## config.mk

```make
export PLATFORM = sky130hd
export DESIGN_NAME = orlb_ram
export DESIGN_NICKNAME = d
export VERILOG_FILES = /design/src/rtl/core/orlb_ram.sv
export SDC_FILE = /design/constraint.sdc
export NUM_CORES = 1
export LEC_CHECK = 0
export BUFFER_PORTS_ARGS = -buffer_cell sky130_fd_sc_hd__clkbuf_2
export CORE_UTILIZATION = 60
export CTS_BUF_LIST = sky130_fd_sc_hd__clkbuf_8 sky130_fd_sc_hd__clkbuf_16
export CTS_CLUSTER_DIAMETER = 120
export DETAILED_ROUTE_END_ITERATION = 16
export HOLD_SLACK_MARGIN = 0.06
export PLACE_DENSITY_LB_ADDON = 0.15
export SLEW_MARGIN = 25
export SYNTH_ARGS = -nofsm -noshare
export SYNTH_HDL_FRONTEND = slang
export SYNTH_SLANG_ARGS = --single-unit
```

## constraint.sdc

```tcl
create_clock -name clk -period 2.7 [get_ports clk]
set_input_delay 0.27 -clock clk [delete_from_list [all_inputs] [get_ports clk]]
set_output_delay 0.27 -clock clk [all_outputs]
set_load 0.02 [all_outputs]
```

## src/rtl/core/orlb_ram.sv

```systemverilog
// ----------------------------------------------------------------------------
// orlb_ram
// Simple dual-port synchronous RAM, one write and one registered read port.
// ----------------------------------------------------------------------------
module orlb_ram #(
  parameter int DEPTH = 64,
  parameter int WIDTH = 8
) (
  input  logic                     clk,
  input  logic                     we,
  input  logic [$clog2(DEPTH)-1:0] waddr,
  input  logic [WIDTH-1:0]         wdata,
  input  logic                     re,
  input  logic [$clog2(DEPTH)-1:0] raddr,
  output logic [WIDTH-1:0]         rdata
);

  logic [WIDTH-1:0] mem [DEPTH];

  always_ff @(posedge clk) begin
    if (we) begin
      mem[waddr] <= wdata;
    end
  end

  always_ff @(posedge clk) begin
    if (re) begin
      rdata <= mem[raddr];
    end
  end

endmodule

```

# Yosys cells after proc, flatten, opt, wreduce, memory -nomap -nowiden
# Memory sizes are Yosys's and may differ from the RTL's. A register that Yosys moved wholly into a read port is not among the register bits.
# Cells that the tools add are included.
# word_totals
register_bits,0
latch_bits,0
mem_bits_rw,512
mem_bits_ro,0
inputBits,23
out_inout_bits,8
wordCells,3
mem_count,1
# op_classes
addsub,0
mul,0
n_div,0
magnitude_cmp,0
n_eq_ne,0
n_shift,0
mux,2
bitwise,0
reduce_logical,0
# mem_list
name,depth,word_bits,rd,rd_clocked_by_memory_dff,wr,line,source
mem,64,8,1,1,1,18,logic [WIDTH-1:0] mem [DEPTH];
# ops
op,count
2-to-1 mux 1 bit,2

# Longest topological paths before layout
# depth
word_depth,2
mapped_depth,9
ltp_nobuf,5

# Worst setup path before layout
# OpenSTA, ideal clock, no wires.
# synth_path
kind,input-to-reg
startpoint,in raddr[1]
endpoint,"reg rdata[3] (read register of mem), data pin"
setup_time_ns,0.266
arrival_ns,1.810
required_ns,2.434
path_slack_ns,0.624
path_stages,7
n_path_buf,3
path_cell_list,buf_4 > buf_2 > buf_2 > mux4_2 > mux4_2 > o21ai_1 > o41ai_1
# synth_rtl
item,line,source
start: declaration,14,"input logic [$clog2(DEPTH)-1:0] raddr,"
end: declaration,15,output logic [WIDTH-1:0] rdata

==> results by group <==
Clock tree
  – Clock Path Buffers: 3
  – Clk pin slew, worst setup/hold paths: 0.06 ns
  – Cts bufs inserted: 50
  – Post-CTS Resized: 0
  – CTS tree: done
  – # clock sinks: 520
  – Hold buffer count at cts: 0
  – Post-CTS Setup Inserts: 0
  – Worst-skew pair later-pin latency: 0.56 ns
  – CTS HTree Levels: 2
  – Root buffer cell: clkbuf_16

Pwr
  – Clock network power share: 39.4%
  – Leakage power: 7.54 nW
  – Net switching power: 3.35 mW
  – Sequential Power Share: 55.2%
  – Gate power share: 5.4%
  – Worst vdd ir: 495 uV
  – Switching Fraction: 20.6%
  – Pwr Density: 702 mW/mm^2
  – Internal power: 12.9 mW

Placement
  – Port buffer count: 30
  – Dpl hpwl: 28.2 mm
  – RD Place Congestion: 0.840

Logic synthesis
  – Post-synth top area cell: edfxtp_1
  – Yosys warnings: 0
  – Syn_nets: 963
  – Mapped Avg Cell Area: 21.5 um^2
  – Synth top area share: 77.1%
  – Number of flops mapped to enable cells by yosys: 520
  – Ranking of synthesized cells by area: edfxtp_1, mux4_2, nor2_1
  – Cell Area, Synth: 0.0202 mm^2
  – Distinct cells, synth: 39
  – Synth Register Bits: 520
  – Synth Flop Type: edfxtp_1
  – Post-synth ARST share: 0%
  – Synthesized instance count: 940
  – Sequential area share after synthesis: 77.1%

Timing
  – Measured slew at the worst slew-check pin: 0.793 ns
  – Total negative setup slack: 0 ns
  – Final Hold Viols: 0
  – Fmax: 469 MHz
  – Final Skew: 0.0135 ns
  – Final number of setup-violating endpoints: 0
  – Max transition margin: 47.1%
  – RSZ-0062 raised after global routing: false
  – Fin crit share: 78.9%
  – Final min period: 2.13 ns
  – Slew Viols, Final: 0

Route
  – DR DRC count: 0
  – DRT antenna net count: 0
  – Drt total wl: 44.1 mm
  – Wire per inst: 28.0 um
  – DR iter-0 viols: 1160
  – Post-DR vias/cell: 6.39
  – Vias: 10100
  – Drt first pass iters: 5

Layout
  – Syn-to-layout area delta: 14.4%
  – Fraction of layout cells with a size suffix above 1: 31.6%
  – Fin nets: 1116
  – Antenna cell count: 0
  – Commonest non-fill, non-tap cell in the layout: edfxtp_1
  – Finished Core Util: 70.5%
  – Most frequent cells in the layout: edfxtp_1, mux4_2, buf_4, nor2_1, clkbuf_16

Run
  – Max_cap viols: 0

Setup path
  – Crit path required time: 2.98 ns
  – Crit path max-delay family: multiplexers
  – Slowest stage cell, crit path: mux4_2
  – CP Capture Type: flip-flop
  – Max stage delay on crit path: 0.48 ns
  – Crit Path Max Fanout: 1
  – Crit path arrival time: 2.41 ns
  – Crit path kind: reg2reg
  – Worst path bufs/invs: 1
  – Worst-path cell chain: mux4_2 -> mux2_2 -> o221a_2 -> nor3_1 -> buf_4 -> o32ai_1
  – CP Launch Type: flip-flop

Floorplanning
  – # IOs: 31
  – Site row count: 66
  – Initial Utilization: 61.6%
  – Core Box Area: 0.0329 mm^2
  – Die Ht: 186 um
  – DIE WIDTH: 186 um
  – Full die area: 0.0345 mm^2

Global routing
  – First-pass GRT wire length: 64.9 mm
  – Initial antenna violation count: 0
  – Vias in the first global route: 9948
  – Largest net degree at the start of global routing: 65
  – GRT Util Overall: 26.9%
  – Total grt overflow: 0

Outcome
  – Status: finished clean

Hold path
  – Worst hold path class: in2reg
==> per-stage QoR <==
stage	hold WS (ns)	power, mW	std cells	cell area [um^2]	setup slack (ns)
finish	0.0935	16.3	1573	23200	0.568
global route	0.0762	16.7	1573	23200	0.486
global placement	0.656	10.0	1483	21700	0.0805
CTS	0.0777	16.3	1573	23200	0.552
floorplan	0.369	9.63	940	20200	0.624
detailed placement	0.657	10.0	1483	21700	0.0596
==> cell type report <==
type                            count  area (um^2)
Fill cell                        2002         9700
Timing Repair Buffer              152         1180
Clock inverter                     37          180
Multi-Input combinational cell    369         4320
Clock buffer                       53         1330
Sequential cell                   520        15600
Tap cell                          442          553
==> registers in the layout, indices dropped and copies added (netlist names) <==
name   count
rdata      8
mem      512
==> power by group through the flow <==
| stage | registers [mW] | logic (mW) | clock network, mW |
|---|---|---|---|
| final | 8.98 | 0.878 | 6.40 |
| after global routing | 8.98 | 0.933 | 6.80 |
| after CTS | 8.98 | 0.882 | 6.47 |
| after detailed placement | 9.15 | 0.877 | 0 |
| after global placement | 9.15 | 0.865 | 0 |
| after floorplan | 9.15 | 0.476 | 0 |
==> synthesized netlist by cell type (all sizes together), types with 8 or more instances <==
| library cell | count |
|---|---|
| mux2 | 13 |
| nor2 | 83 |
| mux2i | 23 |
| nor2b | 14 |
| clkbuf | 17 |
| o221ai | 8 |
| edfxtp | 520 |
| nand3 | 13 |
| mux4 | 126 |
| buf | 34 |
| o22ai | 8 |
| nand2 | 19 |
==> cells by family (layout without fill, tap and decap cells) <==
family | after synthesis | in the layout | share of synthesized area (%)
AO/OA/AOI/OAI | 54 | 54 | 2.06
multiplexers | 162 | 162 | 15.9
buffers and inverters | 51 | 242 | 1.56
AND/OR/NAND/NOR | 153 | 153 | 3.37
flip-flops | 520 | 520 | 77.1
==> worst paths after layout <==
| kind | from | to | slack, ns | cells after the start |
|---|---|---|---|---|
| setup reg to reg | mem[28][4] | rdata[4] | 0.57 | 6 |
| hold / removal | wdata[5] | mem[1][5] | 0.09 | 1 |
| setup / recovery | mem[28][4] | rdata[4] | 0.57 | 6 |
| hold reg to reg | mem[19][2] | rdata[2] | 0.89 | 4 |
==> per-layer routing <==
layer	vias to the layer above	global-route usage [%]	part of all wire, %
met3	75	4.56	8.7
met1	5237	40.5	41
met2	498	41.4	48
li1	4243	-	-
met5	-	0	0
met4	0	7.77	2.4
Note: power is estimated with default switching activity, not from simulation.
